<file path="config.mk">
export PLATFORM = sky130hd
export DESIGN_NAME = hfd_result_buffer
export DESIGN_NICKNAME = d
export VERILOG_FILES = /design/src/hw/rtl/hfd_pkg.sv /design/src/hw/rtl/hfd_result_buffer.sv
export SDC_FILE = /design/constraint.sdc
export NUM_CORES = 1
export LEC_CHECK = 0
export BUFFER_PORTS_ARGS = -buffer_cell sky130_fd_sc_hd__buf_4
export CORE_ASPECT_RATIO = 1.1
export CORE_UTILIZATION = 48
export CTS_BUF_LIST = sky130_fd_sc_hd__clkbuf_2 sky130_fd_sc_hd__clkbuf_4 sky130_fd_sc_hd__clkbuf_8
export DETAILED_ROUTE_END_ITERATION = 7
export HOLD_SLACK_MARGIN = 0.12
export PLACE_DENSITY_LB_ADDON = 0.3
export SYNTH_ARGS = -nofsm -noshare
export SYNTH_HDL_FRONTEND = slang
export SYNTH_SLANG_ARGS = --single-unit
</file>
<file path="constraint.sdc">
create_clock -name aclk -period 1.9 [get_ports aclk]
set_clock_uncertainty 0.1 [all_clocks]
set_input_delay 0.19 -clock aclk [delete_from_list [all_inputs] [get_ports aclk]]
set_output_delay 0.19 -clock aclk [all_outputs]
set_load 0.02 [all_outputs]
</file>
<file path="src/hw/rtl/hfd_pkg.sv">
// Shared types and constants of the Huffman tree decoder.
package hfd_pkg;

    // Fixed field widths of the item and result beats.
    localparam int OP_W     = 2;
    localparam int SYM_W    = 8;
    localparam int CLEN_W   = 6;
    localparam int CODE_W   = 32;
    localparam int BYTE_W   = 8;
    localparam int VBC_W    = 48;
    localparam int STATUS_W = 3;

    // Operation codes carried by an input beat.
    typedef enum logic [OP_W-1:0] {
        OP_START  = 2'd0,
        OP_LOAD   = 2'd1,
        OP_DECODE = 2'd2,
        OP_END    = 2'd3
    } op_t;

    // Status codes carried by a result beat.
    typedef enum logic [STATUS_W-1:0] {
        ST_SYMBOL   = 3'd0,
        ST_COMPLETE = 3'd1,
        ST_MISMATCH = 3'd2,
        ST_SHORT    = 3'd3,
        ST_FULL     = 3'd4
    } status_t;

    // Sequencer states.
    typedef enum logic [3:0] {
        S_IDLE,
        S_L_STEP,
        S_L_NEW,
        S_L_FETCH,
        S_L_SYM,
        S_D_FETCH,
        S_D_BIT,
        S_D_LEAF,
        S_FLUSH
    } state_t;

    // Request from the sequencer to the result buffer.
    typedef struct packed {
        logic             push;
        logic             flush;
        status_t          status;
        logic [SYM_W-1:0] symbol;
    } res_req_t;

endpackage

</file>
<file path="src/hw/rtl/hfd_result_buffer.sv">
// Result buffer: holds one result back until its last flag is known, then drives the output.
module hfd_result_buffer (
    input  logic                          aclk,
    input  logic                          aresetn,
    input  hfd_pkg::res_req_t             req,
    output logic                          buf_ready,
    output logic                          m_valid,
    input  logic                          m_ready,
    output logic [hfd_pkg::STATUS_W-1:0]  m_status,
    output logic [hfd_pkg::SYM_W-1:0]     m_decoded_symbol,
    output logic                          m_last
);
    import hfd_pkg::*;

    logic                pend_valid_reg, pend_valid_next;
    status_t             pend_status_reg, pend_status_next;
    logic [SYM_W-1:0]    pend_sym_reg, pend_sym_next;
    logic                out_valid_reg, out_valid_next;
    logic [STATUS_W-1:0] out_status_reg, out_status_next;
    logic [SYM_W-1:0]    out_sym_reg, out_sym_next;
    logic                out_last_reg, out_last_next;
    logic                out_free;
    logic                take;
    logic                move;

    assign out_free  = !out_valid_reg || m_ready;
    assign buf_ready = !pend_valid_reg || out_free;
    assign take      = (req.push || req.flush) && buf_ready;
    assign move      = take && pend_valid_reg;

    // A new result pushes the held one out; a flush sends the held one as last.
    always_comb begin
        pend_valid_next  = pend_valid_reg;
        pend_status_next = pend_status_reg;
        pend_sym_next    = pend_sym_reg;
        out_valid_next   = out_valid_reg;
        out_status_next  = out_status_reg;
        out_sym_next     = out_sym_reg;
        out_last_next    = out_last_reg;
        if (move) begin
            out_valid_next  = 1'b1;
            out_status_next = pend_status_reg;
            out_sym_next    = pend_sym_reg;
            out_last_next   = req.flush;
        end else if (m_ready) begin
            out_valid_next = 1'b0;
        end
        if (take && req.push) begin
            pend_valid_next  = 1'b1;
            pend_status_next = req.status;
            pend_sym_next    = req.symbol;
        end else if (take) begin
            pend_valid_next = 1'b0;
        end
    end

    // Control flags.
    always_ff @(posedge aclk) begin
        if (!aresetn) begin
            pend_valid_reg <= 1'b0;
            out_valid_reg  <= 1'b0;
        end else begin
            pend_valid_reg <= pend_valid_next;
            out_valid_reg  <= out_valid_next;
        end
    end

    // Payload.
    always_ff @(posedge aclk) begin
        pend_status_reg <= pend_status_next;
        pend_sym_reg    <= pend_sym_next;
        out_status_reg  <= out_status_next;
        out_sym_reg     <= out_sym_next;
        out_last_reg    <= out_last_next;
    end

    assign m_valid          = out_valid_reg;
    assign m_status         = out_status_reg;
    assign m_decoded_symbol = out_sym_reg;
    assign m_last           = out_last_reg;

endmodule

</file>
==> run summary, run 1 <==
Commonest non-fill, non-tap cells in the layout -> buf_4 (31), edfxtp_1 (23), dlygate4sd3_1 (15)
Clk pwr share -> 24.5%
Placed cells -> 82
First-pass GRT wire length -> 2235 µm
Total Power -> 0.9951 mW
Cells taking the most area after synthesis -> edfxtp_1 (88%), dfxtp_1 (5.1%), o21ai_0 (1.3%), a21boi_1 (0.96%), a31oi_1 (0.80%)
Net Switching -> 0.2041 mW
Fill count -> 62
Total CTS buffers -> 3
Total of warnings raised by yosys -> 0
Final setup vio count -> 0
Number of global-route vias before repair -> 480
Final WS setup -> 0.2192 ns
Area growth syn-to-layout -> 55.27%
Core Box Area -> 1436 µm²
Mapped Nets -> 51
Initial drt markers -> 16
Drt wl/cell -> 15.57 µm
Routability cong. -> 0.6349
Hold crit path type -> flop to flop
Post-Layout Cell Count -> 101
Register Area -> 730.7 µm²
Flop pwr share -> 64.6%
Total track usage -> 21.12%
Port Buffers -> 29
Final min period -> 1.681 ns
Post-synthesis cell count -> 35
GR Overflow Total -> 0
Syn_area_per_cell -> 22.38 µm²
Met1 Use GR -> 23.36%
Die Y -> 44.37 µm
Share of the synthesized area in the top cell type -> 88.18%
Initial Utilization -> 54.53%
Remaining DRCs -> 0
Max_cap viols -> 0
IO Pins -> 30
Pwr dens -> 818.2 nW/µm²
Clock transition at path regs -> 0.12 ns
Root Buffer -> clkbuf_4
Die X -> 40.52 µm
GR Layer Usage met2 -> 35.24%
GR peak layer -> met2
Synth Cell Area -> 783.3 µm²
Startpoint Class -> input pin
Critical Path AT -> 1.80 ns
Fin crit share -> 88.46%
Worst-margin pin slew -> 0.2849 ns
Fmax -> 595.0 MHz
Inserted Diodes -> 0
Setup CP Type -> input pin to flop
HPWL Detailed -> 878.5 µm
Pre-antenna DRT Iters -> 5
Worst-Skew Late Latency -> 0.31 ns
Combinational share of power -> 10.9%
P_leak -> 0.4892 nW
Final Hold Viols -> 0
Req. time, crit path -> 2.02 ns
Synth unique cells -> 11
Multi-input gate area -> 48.80 µm²
Outcome -> completed
Sw frac -> 20.51%
Setup_tns -> 0 ns
Layout cell share with drive strength beyond 1 -> 41.18%
Final Cell Area -> 1216 µm²
Via count -> 496
Int Pwr -> 0.7911 mW
Endpoint class of the critical path -> flop
CP Max Fanout -> 3
Pre-CTS setup slack -> 0.6780 ns
Die area -> 1797 µm²
Final max-slew violation count -> 0
Slew margin rel. -> 80.80%
RSZ-0062 raised after global routing -> false
Met3 global-route usage -> 8.543%
Pin count of the biggest net entering global routing -> 14
Final ANT Viol Nets -> 0
H-Tree Depth -> 1
Vias per std cell -> 4.911
Placed cell areas -> 1036 µm²
Synth Register Bits -> 25
Nets -> 102
Row count -> 14
Clk buf depth -> 2
Largest area contributor in the synthesized netlist -> edfxtp_1
Maximum vdd drop -> 0.0006464 V
Commonest non-fill, non-tap cell in the layout -> buf_4
Clock Sinks -> 25
CTS tree -> done
Sequential area share after synthesis -> 93.29%
Post-Route WL -> 1573 µm
Initial antenna violation count -> 0
synthesized netlist by cell type:
cell type and n:
nand2_1 1, edfxtp_1 23, nor2_1 1, nand2b_1 1, dfxtp_1 2, o21ai_0 2
a21boi_1 1, a21oi_1 1, inv_1 1, a31oi_1 1, nor2b_1 1
cells by family (layout without fill, tap and decap cells):
group	count (synthesis)	in the layout	synth area share, %
AOI/OAI and AO/OA	5	5	3.674
buffers and inverters	1	51	0.4788
DFF	25	25	93.29
and+or+nand+nor	4	4	2.556
worst paths after layout:
check | startpoint | to | slack (ns) | cells after the start
setup reg to reg | pend_valid_reg$_SDFFE_PN0P_ | pend_valid_reg$_SDFFE_PN0P_ | 0.46 | 3
hold / removal | pend_sym_reg[1]$_DFFE_PP_ | m_decoded_symbol[1]$_DFFE_PP_ | 0.33 | 0
setup / recovery | req[11] | m_valid$_SDFFE_PN0P_ | 0.22 | 5
hold reg to reg | pend_sym_reg[1]$_DFFE_PP_ | m_decoded_symbol[1]$_DFFE_PP_ | 0.33 | 0
routing by layer:
metal  vias up  part of all wire [%]
met5         -                     0
met4         0                   2.5
met3         4                   8.0
met2        29                    55
met1       231                    34
li1        232                     -
repair_timing:
item                      in CTS  in global routing
buffers inserted               0                  0
hold buffers                  15                  0
resized for setup              0                  0
hold endpoints to repair      14                  0
per-stage QoR:
| stage | hold slack [ns] | utilization, % |
|---|---|---|
| floorplan | 0.1889 | - |
| global placement | 0.2695 | 72.13 |
| detailed placement | 0.2694 | 72.13 |
| CTS | 0.3324 | 84.67 |
| global route | 0.3439 | 84.67 |
| finish | 0.3319 | 84.67 |
power by group through the flow:
stage	sequential [mW]	clock, mW	combinational, mW
final	0.642	0.244	0.109
after global routing	0.646	0.263	0.116
after CTS	0.642	0.241	0.107
after detailed placement	0.655	0	0.0817
after global placement	0.653	0	0.0792
after floorplan	0.669	0	0.0142
final cells by class:
class	instances	share of cell area [%]
Clock buffer	4	2.469
Timing Repair Buffer	46	31.48
Inverter	1	0.3086
Sequential cell	25	60.08
Tap cell	16	1.646
Multi-Input combinational cell	9	4.012
critical path, stage by stage:
cell           delay [ns]
dlygate4sd3_1        0.53
buf_4                0.14
o21ai_0              0.26
a21boi_1             0.10
dlygate4sd3_1        0.56
Note: power is estimated with default switching activity, not from simulation.
==> run 2, diff against run 1 <==
- ABC_AREA: not set -> 1
- CORE_UTILIZATION: 48 -> 52
- SETUP_SLACK_MARGIN: not set -> 0.1
- clock period: 1.9 -> 2.1 ns (I/O delays scaled with it)
==> run summary, run 2 <==
First-pass GRT wire length -> 2497 µm (+12%)
Clock transition at path regs -> 0.12 ns (about the same)
Post_cts resized -> 0 (unchanged)
Final ANT Viol Nets -> 0 (unchanged)
Top FF cell, synth -> edfxtp_1
Layout cell share with drive strength beyond 1 -> 41.38% (+0.20 points)
H-Tree Depth -> 1 (unchanged)
Placed cell areas -> 1041 µm² (+0.48%)
Number of global-route vias before repair -> 568 (+18%)
Root Buffer -> clkbuf_4
Drt wl/cell -> 15.90 µm (+2.1%)
Row count -> 14 (unchanged)
Most frequent CP cell -> dlygate4sd3_1
Share of the synthesized area in the top cell type -> 85.98% (-2.2 points)
Count leader, synth -> edfxtp_1
Slowest-stage cell, CP -> dlygate4sd3_1
Core Box Area -> 1401 µm² (-2.4%)
Synth async-reset ratio -> 0% (unchanged)
Slew margin rel. -> 69.53% (-11 points)
Final max-slew violation count -> 0 (unchanged)
Worst-Skew Late Latency -> 0.31 ns (about the same)
Req. time, crit path -> 2.25 ns (+0.23 ns)
Pin count of the biggest net entering global routing -> 14 (unchanged)
Critical Path AT -> 1.83 ns (+0.03 ns)
Mapped Nets -> 56 (+9.8%)
Commonest non-fill, non-tap cell in the layout -> buf_4
Fin crit share -> 79.64%
Initial Utilization -> 57.32% (+2.8 points)
Synth Cell Area -> 803.3 µm² (+2.6%)
Maximum vdd drop -> 0.0005996 V (-7.2%)
Port Buffers -> 29 (unchanged)
Total track usage -> 23.04% (+1.9 points)
P_leak -> 0.5010 nW (+2.4%)
Setup CP Type -> input pin to flop
Startpoint Class -> input pin
Die Y -> 43.22 µm (-2.6%)
Fmax -> 597.9 MHz
Inserted Diodes -> 0 (unchanged)
HPWL Detailed -> 881.5 µm (+0.34%)
List of most frequent post-synthesis cells -> edfxtp_1 (23), inv_1 (6), dfxtp_1 (2), nor2_1 (2)
IO Pins -> 30 (unchanged)
Initial antenna violation count -> 0 (unchanged)
Cells taking the most area after synthesis -> edfxtp_1 (86%), dfxtp_1 (5.0%), inv_1 (2.8%), a21oi_2 (1.1%), nor2_1 (0.93%)
Die X -> 39.48 µm (-2.6%)
Outcome -> completed
Syn_area_per_cell -> 20.08 µm² (-10%)
Total Power -> 0.8953 mW (-10%)
CTS tree -> done
GR Overflow Total -> 0 (unchanged)
Post-Route WL -> 1638 µm (+4.1%)
Endpoint class of the critical path -> flop
CP Max Fanout -> 2 (-1)
Routability cong. -> 0.6747 (+6.3%)
Final Cell Area -> 1211 µm² (-0.41%)
Max_cap viols -> 0 (unchanged)
Largest area contributor in the synthesized netlist -> edfxtp_1
Clock Sinks -> 25 (unchanged)
Critical Path, Cell by Cell -> dlygate4sd3_1 > buf_4 > nor2_1 > o21bai_1 > a21oi_2 > dlygate4sd3_1
Remaining DRCs -> 0 (unchanged)
Sequential area share after synthesis -> 90.97% (-2.3 points)
Worst-margin pin slew -> 0.4566 ns (+0.1717 ns)
Area growth syn-to-layout -> 50.78%
Vias per std cell -> 5.029 (+2.4%)
Pwr dens -> 739.2 nW/µm² (-9.7%)
Total of warnings raised by yosys -> 0 (unchanged)
Pre-antenna DRT Iters -> 4 (-1)
RSZ-0062 raised after global routing -> false
Via count -> 518 (+4.4%)
Final Hold Viols -> 0 (unchanged)
Slowest stage delay, CP -> 0.54 ns (-0.02 ns)
Commonest non-fill, non-tap cells in the layout -> buf_4 (29), edfxtp_1 (23), dlygate4sd3_1 (14)
Final min period -> 1.672 ns
Final core occ -> 86.43% (+1.8 points)
EDFF count, synth -> 23 (unchanged)
Setup_tns -> 0 ns (unchanged)
Die area -> 1706 µm² (-5.1%)
Synth Register Bits -> 25 (unchanged)
Post-synthesis cell count -> 40 (+14%)
Initial drt markers -> 12 (-4)
Clk buf depth -> 2 (unchanged)
Nets -> 104 (+2.0%)
Final setup vio count -> 0 (unchanged)
Fill count -> 59 (-4.8%)
Total CTS buffers -> 3 (unchanged)
Hold crit path type -> input pin to flop
Synth unique cells -> 11 (unchanged)
-- run 2: cell types whose count changed in the layout (fill, tap and decap cells not counted), sizes merged, moves of 2 or more --
| cell | before | now |
|---|---|---|
| inv | 1 | 6 |
| buf | 31 | 29 |
| nor2 | 1 | 3 |
| o21ai | 2 | 0 |
-- run 2: worst paths after layout --
path,start,end,slack (ns),cells past startpoint
setup / recovery,req[11],pend_valid_reg$_SDFFE_PN0P_,0.43,6
hold / removal,m_ready,m_valid$_SDFFE_PN0P_,0.16,4
setup reg to reg,m_valid$_SDFFE_PN0P_,pend_valid_reg$_SDFFE_PN0P_,0.53,6
hold reg to reg,pend_status_reg[1]$_DFFE_PP_,m_status[1]$_DFFE_PP_,0.33,0
-- run 2: stage by stage --
stage	worst slack, ns	hold slack, ns	std cells
2_1_floorplan	0.7043	0.2089	40
3_3_place_gp	0.8131	0.2885	85
3_5_place_dp	0.7489	0.2892	85
4_1_cts	0.4660	0.1329	103
5_1_grt	0.3854	0.1586	103
6_report	0.4275	0.1593	103
-- run 2: power by group --
group          switching (mW)  internal (mW)
Sequential            0.00898          0.573
Clock                   0.128         0.0870
Combinational          0.0456         0.0523
-- run 2: final cells by class --
class,count,area [µm²],area share [%]
inverters,6,22.52,1.860
clock buffers,4,30.03,2.479
repair buffers,43,357.8,29.55
well taps,16,20.02,1.653
flip-flops and latches,25,730.7,60.33
multi-input cells,9,50.05,4.132
-- run 2: cell families (layout without fill, tap and decap cells) --
group                  count (synthesis)  after routing  synth area share, %
DFF                                   25             25                90.97
and+or+nand+nor                        6              6                3.583
buffers and inverters                  6             53                2.804
AOI/OAI and AO/OA                      3              3                2.648
-- run 2: metal layers --
metal	share of wire [%]	vias up	track usage (%)
met5	0	-	0
met4	2.1	0	10.34
met3	5.4	4	4.712
met2	55	24	40.33
met1	38	253	25.37
li1	-	237	-
-- run 2: worst max-delay path, delay by kind of cell --
kind                   cells  cell delay (ns)
and+or+nand+nor            1             0.15
buffers and inverters      3             1.22
AOI/OAI and AO/OA          2             0.24
-- run 2: timing repair --
| item | 4_1_cts | 5_1_grt |
|---|---|---|
| buffers inserted | 0 | 0 |
| hold buffers | 14 | 0 |
| hold endpoints to repair | 14 | 0 |
