==> config.mk <==
export PLATFORM = sky130hd
export DESIGN_NAME = hfd_walker
export DESIGN_NICKNAME = d
export VERILOG_FILES = /design/src/hw/rtl/hfd_pkg.sv /design/src/hw/rtl/hfd_walker.sv
export SDC_FILE = /design/constraint.sdc
export NUM_CORES = 1
export LEC_CHECK = 0
export BUFFER_PORTS_ARGS = -buffer_cell sky130_fd_sc_hd__buf_2
export CORE_UTILIZATION = 45
export DETAILED_ROUTE_END_ITERATION = 16
export PLACE_DENSITY = 0.66
export SYNTH_ARGS = -nofsm -noshare
export SYNTH_HDL_FRONTEND = slang
export SYNTH_SLANG_ARGS = --single-unit
==> constraint.sdc <==
create_clock -name aclk -period 4.2 [get_ports aclk]
set_input_delay 0.63 -clock aclk [delete_from_list [all_inputs] [get_ports aclk]]
set_output_delay 0.63 -clock aclk [all_outputs]
set_load 0.02 [all_outputs]
==> src/hw/rtl/hfd_pkg.sv <==
// Shared types and constants of the Huffman tree decoder.
package hfd_pkg;

    // Fixed field widths of the item and result beats.
    localparam int OP_W     = 2;
    localparam int SYM_W    = 8;
    localparam int CLEN_W   = 6;
    localparam int CODE_W   = 32;
    localparam int BYTE_W   = 8;
    localparam int VBC_W    = 48;
    localparam int STATUS_W = 3;

    // Operation codes carried by an input beat.
    typedef enum logic [OP_W-1:0] {
        OP_START  = 2'd0,
        OP_LOAD   = 2'd1,
        OP_DECODE = 2'd2,
        OP_END    = 2'd3
    } op_t;

    // Status codes carried by a result beat.
    typedef enum logic [STATUS_W-1:0] {
        ST_SYMBOL   = 3'd0,
        ST_COMPLETE = 3'd1,
        ST_MISMATCH = 3'd2,
        ST_SHORT    = 3'd3,
        ST_FULL     = 3'd4
    } status_t;

    // Sequencer states.
    typedef enum logic [3:0] {
        S_IDLE,
        S_L_STEP,
        S_L_NEW,
        S_L_FETCH,
        S_L_SYM,
        S_D_FETCH,
        S_D_BIT,
        S_D_LEAF,
        S_FLUSH
    } state_t;

    // Request from the sequencer to the result buffer.
    typedef struct packed {
        logic             push;
        logic             flush;
        status_t          status;
        logic [SYM_W-1:0] symbol;
    } res_req_t;

endpackage

==> src/hw/rtl/hfd_walker.sv <==
// Sequencer that builds the code tree and walks it one bit per step through the node store.
module hfd_walker #(
    parameter int NODE_DEPTH   = 512,
    parameter int MAX_CODE_LEN = 32
) (
    input  logic                                  aclk,
    input  logic                                  aresetn,
    input  logic                                  cfg_we,
    input  logic [hfd_pkg::VBC_W-1:0]             cfg_wdata,
    input  logic                                  s_valid,
    output logic                                  s_ready,
    input  logic [hfd_pkg::OP_W-1:0]              s_operation,
    input  logic [hfd_pkg::SYM_W-1:0]             s_symbol,
    input  logic [hfd_pkg::CLEN_W-1:0]            s_code_length,
    input  logic [hfd_pkg::CODE_W-1:0]            s_code_bits,
    input  logic [hfd_pkg::BYTE_W-1:0]            s_data_byte,
    input  logic                                  buf_ready,
    output hfd_pkg::res_req_t                     res_req,
    output logic                                  mem_wr_en,
    output logic [$clog2(NODE_DEPTH)-1:0]         mem_wr_addr,
    output logic [2*$clog2(NODE_DEPTH)+7:0]       mem_wr_data,
    output logic                                  mem_rd_en,
    output logic [$clog2(NODE_DEPTH)-1:0]         mem_rd_addr,
    input  logic [2*$clog2(NODE_DEPTH)+7:0]       mem_rd_data
);
    import hfd_pkg::*;

    localparam int IW    = $clog2(NODE_DEPTH);
    localparam int CW    = $clog2(NODE_DEPTH + 1);
    localparam int LEN_W = $clog2(MAX_CODE_LEN + 1);

    state_t              state_reg, state_next;
    logic [VBC_W-1:0]    vbc_reg, vbc_next;
    logic [VBC_W-1:0]    bits_reg, bits_next;
    logic                err_reg, err_next;
    logic [CW-1:0]       nodes_reg, nodes_next;
    logic [IW-1:0]       cur_node_reg, cur_node_next;
    logic [IW-1:0]       root_l_reg, root_l_next;
    logic [IW-1:0]       root_r_reg, root_r_next;
    logic [IW-1:0]       node_reg, node_next;
    logic [IW-1:0]       fresh_reg, fresh_next;
    logic [IW-1:0]       cur_l_reg, cur_l_next;
    logic [IW-1:0]       cur_r_reg, cur_r_next;
    logic [SYM_W-1:0]    cur_sym_reg, cur_sym_next;
    logic [LEN_W-1:0]    k_reg, k_next;
    logic [2:0]          bit_idx_reg, bit_idx_next;
    logic [SYM_W-1:0]    sym_reg, sym_next;
    logic [CODE_W-1:0]   code_reg, code_next;
    logic [BYTE_W-1:0]   byte_reg, byte_next;

    logic [6:0]          clen_ext;
    logic [6:0]          clen_sat;
    logic [6:0]          pos;
    logic                code_bit;
    logic                data_bit;
    logic [IW-1:0]       slot;
    logic [IW-1:0]       nxt;
    logic [IW-1:0]       rd_l;
    logic [IW-1:0]       rd_r;
    logic [SYM_W-1:0]    rd_sym;
    logic                store_full;

    // Decoded pieces of the word coming back from the node store.
    assign rd_l   = mem_rd_data[2*IW+7 -: IW];
    assign rd_r   = mem_rd_data[IW+7 -: IW];
    assign rd_sym = mem_rd_data[SYM_W-1:0];

    // Code length clipped to the longest supported code.
    assign clen_ext = {1'b0, s_code_length};
    assign clen_sat = (clen_ext > 7'(MAX_CODE_LEN)) ? 7'(MAX_CODE_LEN) : clen_ext;

    // The step logic: pick the branch bit and the child it selects, for loads (slot) and decodes (nxt).
    assign pos        = 7'(k_reg) - 7'd1;
    assign code_bit   = (pos < 7'd32) ? code_reg[pos[4:0]] : 1'b0;
    assign data_bit   = byte_reg[bit_idx_reg];
    assign slot       = code_bit ? cur_r_reg : cur_l_reg;
    assign nxt        = data_bit ? cur_r_reg : cur_l_reg;
    assign store_full = (nodes_reg == CW'(NODE_DEPTH));

    assign s_ready = (state_reg == S_IDLE);

    // Next state and datapath control.
    always_comb begin
        state_next    = state_reg;
        vbc_next      = vbc_reg;
        bits_next     = bits_reg;
        err_next      = err_reg;
        nodes_next    = nodes_reg;
        cur_node_next = cur_node_reg;
        root_l_next   = root_l_reg;
        root_r_next   = root_r_reg;
        node_next     = node_reg;
        fresh_next    = fresh_reg;
        cur_l_next    = cur_l_reg;
        cur_r_next    = cur_r_reg;
        cur_sym_next  = cur_sym_reg;
        k_next        = k_reg;
        bit_idx_next  = bit_idx_reg;
        sym_next      = sym_reg;
        code_next     = code_reg;
        byte_next     = byte_reg;
        mem_wr_en     = 1'b0;
        mem_wr_addr   = '0;
        mem_wr_data   = '0;
        mem_rd_en     = 1'b0;
        mem_rd_addr   = '0;
        res_req       = '0;

        if (cfg_we) begin
            vbc_next = cfg_wdata;
        end

        unique case (state_reg)
            S_IDLE: begin
                if (s_valid) begin
                    sym_next  = s_symbol;
                    code_next = s_code_bits;
                    byte_next = s_data_byte;
                    unique case (op_t'(s_operation))
                        OP_START: begin
                            root_l_next   = '0;
                            root_r_next   = '0;
                            nodes_next    = CW'(1);
                            cur_node_next = '0;
                            bits_next     = '0;
                            err_next      = 1'b0;
                        end
                        OP_LOAD: begin
                            node_next    = '0;
                            cur_l_next   = root_l_reg;
                            cur_r_next   = root_r_reg;
                            cur_sym_next = '0;
                            k_next       = LEN_W'(clen_sat);
                            if (clen_sat != 7'd0) begin
                                state_next = S_L_STEP;
                            end
                        end
                        OP_DECODE: begin
                            bit_idx_next = 3'd7;
                            if (!err_reg) begin
                                if (cur_node_reg == '0) begin
                                    cur_l_next = root_l_reg;
                                    cur_r_next = root_r_reg;
                                    state_next = S_D_BIT;
                                end else begin
                                    mem_rd_en   = 1'b1;
                                    mem_rd_addr = cur_node_reg;
                                    state_next  = S_D_FETCH;
                                end
                            end
                        end
                        OP_END: begin
                            res_req.push = 1'b1;
                            if (err_reg) begin
                                res_req.status = ST_MISMATCH;
                            end else if (bits_reg < vbc_reg) begin
                                res_req.status = ST_SHORT;
                            end else begin
                                res_req.status = ST_COMPLETE;
                            end
                            state_next = S_FLUSH;
                        end
                    endcase
                end
            end

            // Follow an existing child, or allocate one and link it to its parent; report a full store.
            S_L_STEP: begin
                if (slot != '0) begin
                    node_next   = slot;
                    mem_rd_en   = 1'b1;
                    mem_rd_addr = slot;
                    state_next  = S_L_FETCH;
                end else if (store_full) begin
                    res_req.push   = 1'b1;
                    res_req.status = ST_FULL;
                    state_next     = S_FLUSH;
                end else begin
                    fresh_next = IW'(nodes_reg);
                    nodes_next = nodes_reg + CW'(1);
                    if (node_reg == '0) begin
                        if (code_bit) begin
                            root_r_next = IW'(nodes_reg);
                        end else begin
                            root_l_next = IW'(nodes_reg);
                        end
                    end else begin
                        mem_wr_en   = 1'b1;
                        mem_wr_addr = node_reg;
                        mem_wr_data = code_bit ? {cur_l_reg, IW'(nodes_reg), cur_sym_reg}
                                               : {IW'(nodes_reg), cur_r_reg, cur_sym_reg};
                    end
                    state_next = S_L_NEW;
                end
            end

            // Write the new node empty; on the final bit it takes the symbol at once.
            S_L_NEW: begin
                mem_wr_en    = 1'b1;
                mem_wr_addr  = fresh_reg;
                mem_wr_data  = {{(2*IW){1'b0}}, (k_reg == LEN_W'(1)) ? sym_reg : 8'd0};
                node_next    = fresh_reg;
                cur_l_next   = '0;
                cur_r_next   = '0;
                cur_sym_next = '0;
                k_next       = k_reg - LEN_W'(1);
                state_next   = (k_reg == LEN_W'(1)) ? S_IDLE : S_L_STEP;
            end

            S_L_FETCH: begin
                cur_l_next   = rd_l;
                cur_r_next   = rd_r;
                cur_sym_next = rd_sym;
                k_next       = k_reg - LEN_W'(1);
                state_next   = (k_reg == LEN_W'(1)) ? S_L_SYM : S_L_STEP;
            end

            // The code ended on a node that already existed: give it the symbol.
            S_L_SYM: begin
                mem_wr_en   = 1'b1;
                mem_wr_addr = node_reg;
                mem_wr_data = {cur_l_reg, cur_r_reg, sym_reg};
                state_next  = S_IDLE;
            end

            S_D_FETCH: begin
                cur_l_next = rd_l;
                cur_r_next = rd_r;
                state_next = S_D_BIT;
            end

            // Take one data bit, unless the valid-bit count is used up.
            S_D_BIT: begin
                if (bits_reg >= vbc_reg) begin
                    state_next = S_FLUSH;
                end else if (nxt == '0) begin
                    if (buf_ready) begin
                        bits_next      = bits_reg + VBC_W'(1);
                        err_next       = 1'b1;
                        res_req.push   = 1'b1;
                        res_req.status = ST_MISMATCH;
                        state_next     = S_FLUSH;
                    end
                end else begin
                    bits_next   = bits_reg + VBC_W'(1);
                    node_next   = nxt;
                    mem_rd_en   = 1'b1;
                    mem_rd_addr = nxt;
                    state_next  = S_D_LEAF;
                end
            end

            // A node without children is a leaf: emit its symbol and go back to the root; else it becomes current.
            S_D_LEAF: begin
                if (rd_l == '0 && rd_r == '0) begin
                    if (buf_ready) begin
                        res_req.push   = 1'b1;
                        res_req.status = ST_SYMBOL;
                        res_req.symbol = rd_sym;
                        cur_node_next  = '0;
                        cur_l_next     = root_l_reg;
                        cur_r_next     = root_r_reg;
                        bit_idx_next   = bit_idx_reg - 3'd1;
                        state_next     = (bit_idx_reg == 3'd0) ? S_FLUSH : S_D_BIT;
                    end
                end else begin
                    cur_node_next = node_reg;
                    cur_l_next    = rd_l;
                    cur_r_next    = rd_r;
                    bit_idx_next  = bit_idx_reg - 3'd1;
                    state_next    = (bit_idx_reg == 3'd0) ? S_FLUSH : S_D_BIT;
                end
            end

            // Send the held result as the last one of this item.
            S_FLUSH: begin
                res_req.flush = 1'b1;
                if (buf_ready) begin
                    state_next = S_IDLE;
                end
            end

            default: begin
                state_next = S_IDLE;
            end
        endcase
    end

    // Control state.
    always_ff @(posedge aclk) begin
        if (!aresetn) begin
            state_reg    <= S_IDLE;
            vbc_reg      <= '0;
            bits_reg     <= '0;
            err_reg      <= 1'b0;
            nodes_reg    <= CW'(1);
            cur_node_reg <= '0;
            root_l_reg   <= '0;
            root_r_reg   <= '0;
        end else begin
            state_reg    <= state_next;
            vbc_reg      <= vbc_next;
            bits_reg     <= bits_next;
            err_reg      <= err_next;
            nodes_reg    <= nodes_next;
            cur_node_reg <= cur_node_next;
            root_l_reg   <= root_l_next;
            root_r_reg   <= root_r_next;
        end
    end

    // Working registers of the current item.
    always_ff @(posedge aclk) begin
        node_reg    <= node_next;
        fresh_reg   <= fresh_next;
        cur_l_reg   <= cur_l_next;
        cur_r_reg   <= cur_r_next;
        cur_sym_reg <= cur_sym_next;
        k_reg       <= k_next;
        bit_idx_reg <= bit_idx_next;
        sym_reg     <= sym_next;
        code_reg    <= code_next;
        byte_reg    <= byte_next;
    end

    // The node count stays between one and the store depth.
    a_nodes_range: assert property (@(posedge aclk) disable iff (!aresetn)
        nodes_reg != '0 && nodes_reg <= CW'(NODE_DEPTH))
        else $error("node count out of range");

    // Only allocated nodes other than the root are written in the store.
    a_write_allocated: assert property (@(posedge aclk) disable iff (!aresetn)
        mem_wr_en |-> mem_wr_addr != '0 && CW'(mem_wr_addr) < nodes_reg)
        else $error("node store written outside the allocated nodes");

    // Checks that a result is handed over only when the buffer can take it; end and full-store pushes do not test it.
    a_push_ready: assert property (@(posedge aclk) disable iff (!aresetn)
        res_req.push |-> buf_ready)
        else $error("result pushed while the buffer is full");

    // The error flag is raised only together with a mismatch result.
    a_error_reported: assert property (@(posedge aclk) disable iff (!aresetn)
        $rose(err_reg) |-> $past(res_req.push && res_req.status == ST_MISMATCH))
        else $error("error flag set without a mismatch result");

endmodule

==> results of run 1 <==
## cell usage after synthesis (4+ instances only)
cell type,count,area (um^2)
dfxtp_1,138,2760
nor2_1,129,484
nand2_1,112,420
edfxtp_1,101,3030
inv_1,87,327
mux2i_1,75,751
ha_1,60,751
clkbuf_1,59,221
a22o_1,55,482
a21oi_1,51,255
and3_1,35,219
nand4_1,33,206
nand3_1,32,160
nor3_1,29,145
o21ai_0,29,145
o211ai_1,24,180
or4_1,24,180
nor4_1,22,138
or3_1,22,138
and2_1,20,125
mux2_2,16,180
a221o_1,15,150
a22oi_1,14,105
buf_2,11,55.1
o21a_1,11,82.6
o41ai_1,11,96.3
mux4_2,10,225
o2111ai_1,10,87.6
a21o_1,9,67.6
nor2b_1,7,43.8
nand2b_1,6,37.5
nand3b_1,6,45.0
o22ai_1,6,37.5
xnor2_1,6,52.6
a2111o_1,5,56.3
o21ai_1,5,25.0
o31ai_1,5,37.5
or2_2,5,31.3
a221oi_1,4,35.0
nor3b_1,4,30.0
## worst max-delay path, cell delays in order, from the launching register on
cell and delay (ns):
edfxtp_1 0.45, inv_2 0.10, ha_4 0.23, buf_6 0.14
mux4_2 0.26, o32ai_2 0.08, a22oi_1 0.18, nand4_1 0.18
o22ai_4 0.28, buf_6 0.14, nor3b_4 0.35, or2_4 0.23
a22o_1 0.17, buf_4 0.16
## power by group
| part | switching [mW] | internal, mW | leakage (nW) | total [mW] |
|---|---|---|---|---|
| clock network | 0.990 | 1.66 | 0.494 | 2.65 |
| registers | 0.179 | 2.79 | 2.07 | 2.97 |
| logic | 1.07 | 0.717 | 3.96 | 1.79 |
| total | 2.24 | 5.17 | 6.53 | 7.40 |
## layout make-up
cell class / instances / share of cell area
Timing Repair Buffer: 250 / 0.0928
Sequential cell: 239 / 0.366
Clock inverter: 14 / 0.0150
Tap cell: 378 / 0.0299
Multi-Input combinational cell: 948 / 0.426
Inverter: 89 / 0.0211
Clock buffer: 36 / 0.0487
## per-layer routing
layer,vias to the layer above,GRT usage,share of wire
li1,5455,-,-
met1,5368,0.308,0.42
met2,403,0.411,0.49
met3,67,0.0362,0.065
met4,4,0.0600,0.021
met5,-,0,0.00065
## what timing repair did
action,4_1_cts,5_1_grt
gates cloned,0,1
pin swaps,0,14
buffers inserted,1,18
setup endpoints to repair,49,49
gates resized for setup,13,36
## through the flow
step / hold WS [ns] / total power, mW / std cells
global placement: 0.459 / 4.61 / 1884
floorplan: 0.406 / 4.11 / 1351
CTS: 0.232 / 7.31 / 1935
finish: 0.253 / 7.40 / 1954
global route: 0.237 / 7.71 / 1954
detailed placement: 0.469 / 4.62 / 1884
## final timing paths
kind             startpoint              end  slack [ns]  cells past startpoint
max                k_reg[0]  mem_wr_data[19]        0.06                     13
min          s_code_bits[5]      code_reg[5]        0.25                      1
max reg2reg        k_reg[0]     fresh_reg[2]        0.71                     11
min reg2reg    nodes_reg[9]     nodes_reg[9]        0.47                      2
## kinds of logic after synthesis
family          count (synthesis)  synth area share
compound gates                275             0.156
mux                           104            0.0915
fa+ha+maj                      60            0.0575
simple gates                  501             0.195
flops                         239             0.444
buf+inv                       165            0.0506
xor+xnor                        7           0.00470
==> summary.txt, run 1 <==
number of core rows -> 61
number of synthesized flops with an enable pin -> 101
PwrDens -> 468 nW/um^2
Worst VDD drop -> 0.267 mV
syn_nets -> 1546
worst skew pair latency -> 0.55 ns
total gr overflow -> 0
Antenna diodes -> 0
kind of critical path -> reg -> out
fin area -> 15800 um^2
Die Ht -> 172 um
Pins Over Slew Limit -> 0
GRT Util Overall -> 0.237
Core Footprint -> 28200 um^2
Sequential Area -> 5800 um^2
final hold violation count -> 0
deepest level of the CTS H-tree -> 1
area grow syn2layout -> 21.2%
most common cell after layout, fill and taps aside -> buf_2
clk sinks -> 239
Max Root-Sink Buffers -> 3
Seq/Total Area, Yosys -> 0.444
number of distinct library cells after synthesis -> 73
die area -> 29700 um^2
post-DP HPWL -> 25500 um
TritonCTS Buffers -> 27
fin nets -> 1750
Final WS setup -> 0.0595 ns
pin count of the biggest net entering global routing -> 82
Worst-Margin Slew -> 1.29 ns
Fmax achieved -> 242 MHz
Mapped Cells -> 1351
layout cells sized above 1 -> 0.226
Mapped Avg Cell Area -> 9.66 um^2
Detailed Route Iter0 Violations -> 854
setup TNS -> 0 ns
placement-stage cell area -> 14500 um^2
routed len/inst -> 18.2 um
Worst setup EP type -> primary output
Clk Tree Root Cell -> clkbuf_16
Tcrit/Tclk final -> 0.986
Post-Route WL -> 35600 um
GP Congestion -> 0.912
vias in the first global route -> 10600
I/O pins -> 195
Syn. warnings -> 0
leakage -> 6.53 nW
Synth Register Bits -> 239
DR vias/cell -> 5.78
fill count -> 2520
Final Util -> 0.562
clk_skew -> 0.0259 ns
max-cap check violation count -> 0
Worst Path Arrival -> 3.51 ns
slew margin rel. -> 0.137
multi-input logic area -> 6740 um^2
CTS tree -> built
crit path launch type -> flop
outcome -> finished, final reports clean
first-pass GRT wire length -> 56200 um
initial antenna violation count -> 2
pre-CTS WS -> 0.108 ns
# port buffers -> 194
DR pass1 iterations -> 7
post-layout min period -> 4.14 ns
Primary FF master, synth -> dfxtp_1
CTS hold repair buffers -> 0
clock slew at reported path FFs -> 0.06 ns
vias -> 11300
fraction of registers with async set/reset -> 0
unrepaired setup endpoints after global routing -> yes
Max FO, Critical Path -> 7
Worst Path Required -> 3.57 ns
Post-Syn Area -> 13000 um^2
Initial Util -> 0.463
width of the chip -> 172 um
Antenna Violating Nets Remaining -> 0
most frequent cells in the layout -> buf_2, dfxtp_1, nor2_1, nand2_1, edfxtp_1
final setup violating endpoints -> 0
HP Class -> in -> reg
Residual DRC -> 0
No activity file was read; power rests on OpenSTA's default activity.
==> run 2: changes to the inputs <==
Settings changed: CTS_CLUSTER_DIAMETER set to 200.
Clock period 4.2 ns to 4.8 ns, I/O delays scaled along.
==> summary.txt, run 2 (synthesis results as in run 1) <==
Pins Over Slew Limit -> 0 (unchanged)
PwrDens -> 413 nW/um^2 (-12%)
GRT Util Overall -> 0.237 (-0.000430)
routed len/inst -> 18.3 um (+0.14%)
leakage -> 6.36 nW (-2.6%)
max-cap check violation count -> 0 (unchanged)
unrepaired setup endpoints after global routing -> no
Tcrit/Tclk final -> 0.952
area grow syn2layout -> 18.3%
fill count -> 2555 (+1.4%)
final hold slack -> 0.339 ns (+0.0866 ns)
first-pass GRT wire length -> 55600 um (-1.1%)
Die Ht -> 172 um (unchanged)
total gr overflow -> 0 (unchanged)
Core Footprint -> 28200 um^2 (unchanged)
TritonCTS Buffers -> 27 (unchanged)
multi-input logic area -> 6630 um^2 (-1.7%)
vias in the first global route -> 10800 (+2.0%)
crit path launch type -> flop
CTS hold repair buffers -> 0 (unchanged)
CTS tree -> built
pin count of the biggest net entering global routing -> 82 (unchanged)
kind of critical path -> reg -> out
clk_skew -> 0.0213 ns (-0.00467 ns)
Worst setup EP type -> primary output
Residual DRC -> 0 (unchanged)
initial antenna violation count -> 1 (-1)
Initial Util -> 0.463 (unchanged)
slew margin rel. -> 0.210 (+0.0733)
final setup violating endpoints -> 0 (unchanged)
most common cell after layout, fill and taps aside -> buf_2
Antenna diodes -> 0 (unchanged)
worst skew pair latency -> 0.55 ns (about the same)
fin nets -> 1720 (-1.7%)
Worst VDD drop -> 0.311 mV (+16%)
final hold violation count -> 0 (unchanged)
die area -> 29700 um^2 (unchanged)
I/O pins -> 195 (unchanged)
Fmax achieved -> 219 MHz
placement-stage cell area -> 14400 um^2 (-0.54%)
number of core rows -> 61 (unchanged)
# port buffers -> 194 (unchanged)
layout cells sized above 1 -> 0.204 (-0.0215)
HP Class -> in -> reg
DR vias/cell -> 5.80 (+0.33%)
Clk Tree Root Cell -> clkbuf_16
fin area -> 15400 um^2 (-2.4%)
Detailed Route Iter0 Violations -> 791 (-7.4%)
Worst-Margin Slew -> 1.18 ns (-0.109 ns)
DR pass1 iterations -> 5 (-2)
deepest level of the CTS H-tree -> 1 (unchanged)
Worst Path Required -> 4.08 ns (+0.51 ns)
Post-Route WL -> 35100 um (-1.4%)
Antenna Violating Nets Remaining -> 0 (unchanged)
Max FO, Critical Path -> 9 (+2)
Sequential Area -> 5800 um^2 (unchanged)
post-layout min period -> 4.57 ns
setup TNS -> 0 ns (unchanged)
clk sinks -> 239 (unchanged)
post-DP HPWL -> 25400 um (-0.24%)
outcome -> finished, final reports clean
clock slew at reported path FFs -> 0.07 ns (about the same)
GP Congestion -> 0.947 (+3.8%)
most frequent cells in the layout -> buf_2, dfxtp_1, nor2_1, nand2_1, edfxtp_1
width of the chip -> 172 um (unchanged)
vias -> 11200 (-1.2%)
Worst Path Arrival -> 3.85 ns (+0.34 ns)
Max Root-Sink Buffers -> 3 (unchanged)
==> run 2: power by group <==
part / internal [mW] / switching [mW] / total [mW]
Combinational: 0.526 / 0.841 / 1.37
Sequential: 2.44 / 0.188 / 2.63
Clock: 1.51 / 0.872 / 2.38
Total: 4.48 / 1.90 / 6.38
==> run 2: critical path: stages (launching register included) <==
cell and delay, ns:
edfxtp_1 0.46, inv_1 0.10, ha_2 0.46, mux4_2 0.25, inv_1 0.05, a311oi_1 0.29, nand4_1 0.20, o22ai_4 0.37
mux2_4 0.40, or3_1 0.42, nand3_1 0.11, buf_2 0.18
==> run 2: cell type report <==
type	instances	area share
timing repair buffer	221	0.0760
multi-input combinational	947	0.429
sequential	239	0.375
clock buffer	31	0.0467
tap	378	0.0306
clock inverter	19	0.0207
inverter	89	0.0216
==> run 2: routing by layer <==
| layer | share of wire | up-vias | global-route usage |
|---|---|---|---|
| met1 | 0.42 | 5355 | 0.297 |
| met3 | 0.063 | 50 | 0.0385 |
| li1 | - | 5409 | - |
| met5 | 0.00026 | - | 0 |
| met4 | 0.020 | 2 | 0.0654 |
| met2 | 0.49 | 344 | 0.418 |
==> run 2: path summary, 6_finish.rpt <==
check | startpoint | to | slack, ns | depth (start not counted)
max | k_reg[1] | res_req[12] | 0.23 | 11
min | s_data_byte[2] | byte_reg[2] | 0.34 | 1
max reg2reg | k_reg[1] | root_r_reg[5] | 1.07 | 11
min reg2reg | bits_reg[47] | bits_reg[47] | 0.47 | 2
==> run 2: what timing repair did <==
action / 4_1_cts / 5_1_grt
gates resized for setup: 1 / 2
gates cloned: 0 / 0
setup buffers: 0 / 1
pin swaps: 0 / 1
endpoints found under the setup margin: 5 / 21
==> run 2: per-stage QoR <==
stage,total power [mW],util,cells,setup slack (ns)
floorplan,3.59,-,1351,0.790
finish,6.38,0.548,1924,0.233
global route,6.66,0.548,1924,0.0590
CTS,6.40,0.548,1923,0.0783
detailed placement,4.01,0.511,1873,0.572
global placement,4.00,0.511,1873,0.774
==> run 3: changes to the inputs <==
Settings changed: MAX_ROUTING_LAYER set to met4.
==> summary.txt, run 3 (synthesis results as in run 1) <==
routed len/inst -> 18.3 um (+0.27%)
most frequent cells in the layout -> buf_2, dfxtp_1, nor2_1, nand2_1, edfxtp_1
number of core rows -> 61 (unchanged)
sw frac -> 0.315 (+0.0170)
pre-CTS WS -> 0.606 ns (+0.0338 ns)
DR vias/cell -> 5.77 (-0.48%)
final hold violation count -> 0 (unchanged)
Core Footprint -> 28200 um^2 (unchanged)
Sequential Area -> 5800 um^2 (unchanged)
unrepaired setup endpoints after global routing -> no
Pint -> 4.13 mW (-7.7%)
PwrDens -> 395 nW/um^2 (-4.3%)
Detailed Route Iter0 Violations -> 890 (+13%)
Pins Over Slew Limit -> 0 (unchanged)
M1 GR Usage -> 0.297 (-0.000711)
fin area -> 15300 um^2 (-1.2%)
Tcrit/Tclk final -> 0.952 (about the same)
area grow syn2layout -> 17.0%
TritonCTS Buffers -> 27 (unchanged)
total gr overflow -> 0 (unchanged)
Worst R2R Setup Slack -> 1.08 ns (about the same)
reg2reg start -> k_reg[1]
worst skew pair latency -> 0.54 ns (about the same)
I/O pins -> 195 (unchanged)
first-pass GRT wire length -> 55100 um (-0.83%)
multi-input logic area -> 6620 um^2 (about the same)
CTS tree -> built
Clk Tree Root Cell -> clkbuf_16
Comb pwr share -> 0.235 (+0.021)
crit path launch type -> flop
grt met3 use -> 0.0341 (-0.00435)
width of the chip -> 172 um (unchanged)
GRT Max-Usage Layer -> met2
slew margin rel. -> 0.219 (+0.00915)
Residual DRC -> 0 (unchanged)
Worst Path Required -> 4.08 ns (about the same)
GRT Util Overall -> 0.241 (+0.00386)
max-cap check violation count -> 0 (unchanged)
met2 usage -> 0.414 (-0.00368)
fin nets -> 1720 (unchanged)
clk sinks -> 239 (unchanged)
Die Ht -> 172 um (unchanged)
fill count -> 2589 (+1.3%)
DR pass1 iterations -> 5 (unchanged)
Max Root-Sink Buffers -> 3 (unchanged)
vias -> 11100 (-0.48%)
Fmax achieved -> 219 MHz (about the same)
Worst Path Arrival -> 3.85 ns (about the same)
kind of critical path -> reg -> out
Worst setup EP type -> primary output
final setup violating endpoints -> 0 (unchanged)
Max FO, Critical Path -> 10 (+1)
Flop pwr share -> 0.432 (+0.020)
clock power share -> 0.333 (-0.041)
initial antenna violation count -> 0 (-1)
Antenna diodes -> 0 (unchanged)
clock slew at reported path FFs -> 0.06 ns (about the same)
outcome -> finished, final reports clean
deepest level of the CTS H-tree -> 1 (unchanged)
vias in the first global route -> 10600 (-1.7%)
GP Congestion -> 0.941 (-0.63%)
Final Util -> 0.542 (-0.00635)
# port buffers -> 194 (unchanged)
pin count of the biggest net entering global routing -> 82 (unchanged)
most common cell after layout, fill and taps aside -> buf_2
post-layout min period -> 4.57 ns (+0.00160 ns)
CTS hold repair buffers -> 0 (unchanged)
hold_sp -> s_data_byte[7]
clk_skew -> 0.0211 ns (-0.000167 ns)
placement-stage cell area -> 14400 um^2 (about the same)
die area -> 29700 um^2 (unchanged)
post-DP HPWL -> 25500 um (+0.18%)
leakage -> 6.29 nW (-1.1%)
layout cells sized above 1 -> 0.204 (-0.000647)
Initial Util -> 0.463 (unchanged)
HP Class -> in -> reg
Worst-Margin Slew -> 1.17 ns (-0.00832 ns)
Post-Route WL -> 35200 um (+0.27%)
Psw -> 1.90 mW (about the same)
Final WS setup -> 0.231 ns (-0.00160 ns)
Antenna Violating Nets Remaining -> 0 (unchanged)
Setup crit start -> k_reg[1]
Worst VDD drop -> 0.243 mV (-22%)
-- run 3: cell count changes in the layout (fill, tap and decap cells not counted) --
cell	delta
inv_6	-1
clkbuf_8	-2
clkinvlp_4	+1
nor3_4	+1
clkinv_4	-2
clkinv_1	+2
o21ai_4	-1
clkinv_2	+9
bufinv_16	-6
clkbuf_1	-1
nor3_2	-1
o21ai_2	+1
-- run 3: area by class of cell --
type | count | area share
clock buffer | 28 | 0.0452
tap | 378 | 0.0310
timing repair buffer | 221 | 0.0769
sequential | 239 | 0.380
multi-input combinational | 947 | 0.434
inverter | 89 | 0.0219
clock inverter | 22 | 0.0113
-- run 3: worst paths after layout --
check                         end  cells after the start
hold / removal        byte_reg[7]                      1
setup / recovery  mem_wr_data[21]                     12
setup reg to reg    root_r_reg[6]                     11
hold reg to reg      nodes_reg[9]                      2
-- run 3: power by group through the flow --
| stage | combinational, mW | clock, mW | sequential (mW) |
|---|---|---|---|
| 2_1_floorplan | 1.02 | 0 | 2.57 |
| 3_3_place_gp | 1.36 | 0 | 2.65 |
| 3_5_place_dp | 1.38 | 0 | 2.65 |
| 4_1_cts | 1.39 | 2.03 | 2.60 |
| 5_1_grt | 1.54 | 2.11 | 2.64 |
| 6_report | 1.42 | 2.01 | 2.61 |
-- run 3: timing repair --
action                     CTS  global route
setup endpoints to repair    1            45
buffers inserted             0             2
resized for setup            0             3
pin swaps                    0             1
-- run 3: routing by layer --
metal,wire length [um],part of all wire,up-vias
li1,-,-,5403
met5,0,0,-
met2,17200,0.49,337
met1,15400,0.44,5317
met4,718,0.020,0
met3,1970,0.056,49
-- run 3: critical path, stage by stage, from the launching register on --
cell	delay (ns)
edfxtp_1	0.44
inv_1	0.09
ha_2	0.47
mux4_2	0.38
o32ai_1	0.30
a22oi_1	0.14
nand4_1	0.17
o22ai_4	0.16
nor3b_2	0.19
buf_4	0.18
or2_1	0.33
a22o_1	0.28
buf_2	0.16
-- run 3: through the flow --
stage | instances | total power, mW | hold WS, ns | setup TNS [ns]
5_1_grt | 1924 | 6.29 | 0.330 | 0
6_report | 1924 | 6.03 | 0.352 | 0
4_1_cts | 1922 | 6.03 | 0.339 | -0.0123
3_3_place_gp | 1872 | 4.01 | 0.457 | 0
2_1_floorplan | 1351 | 3.59 | 0.406 | 0
3_5_place_dp | 1872 | 4.03 | 0.467 | 0
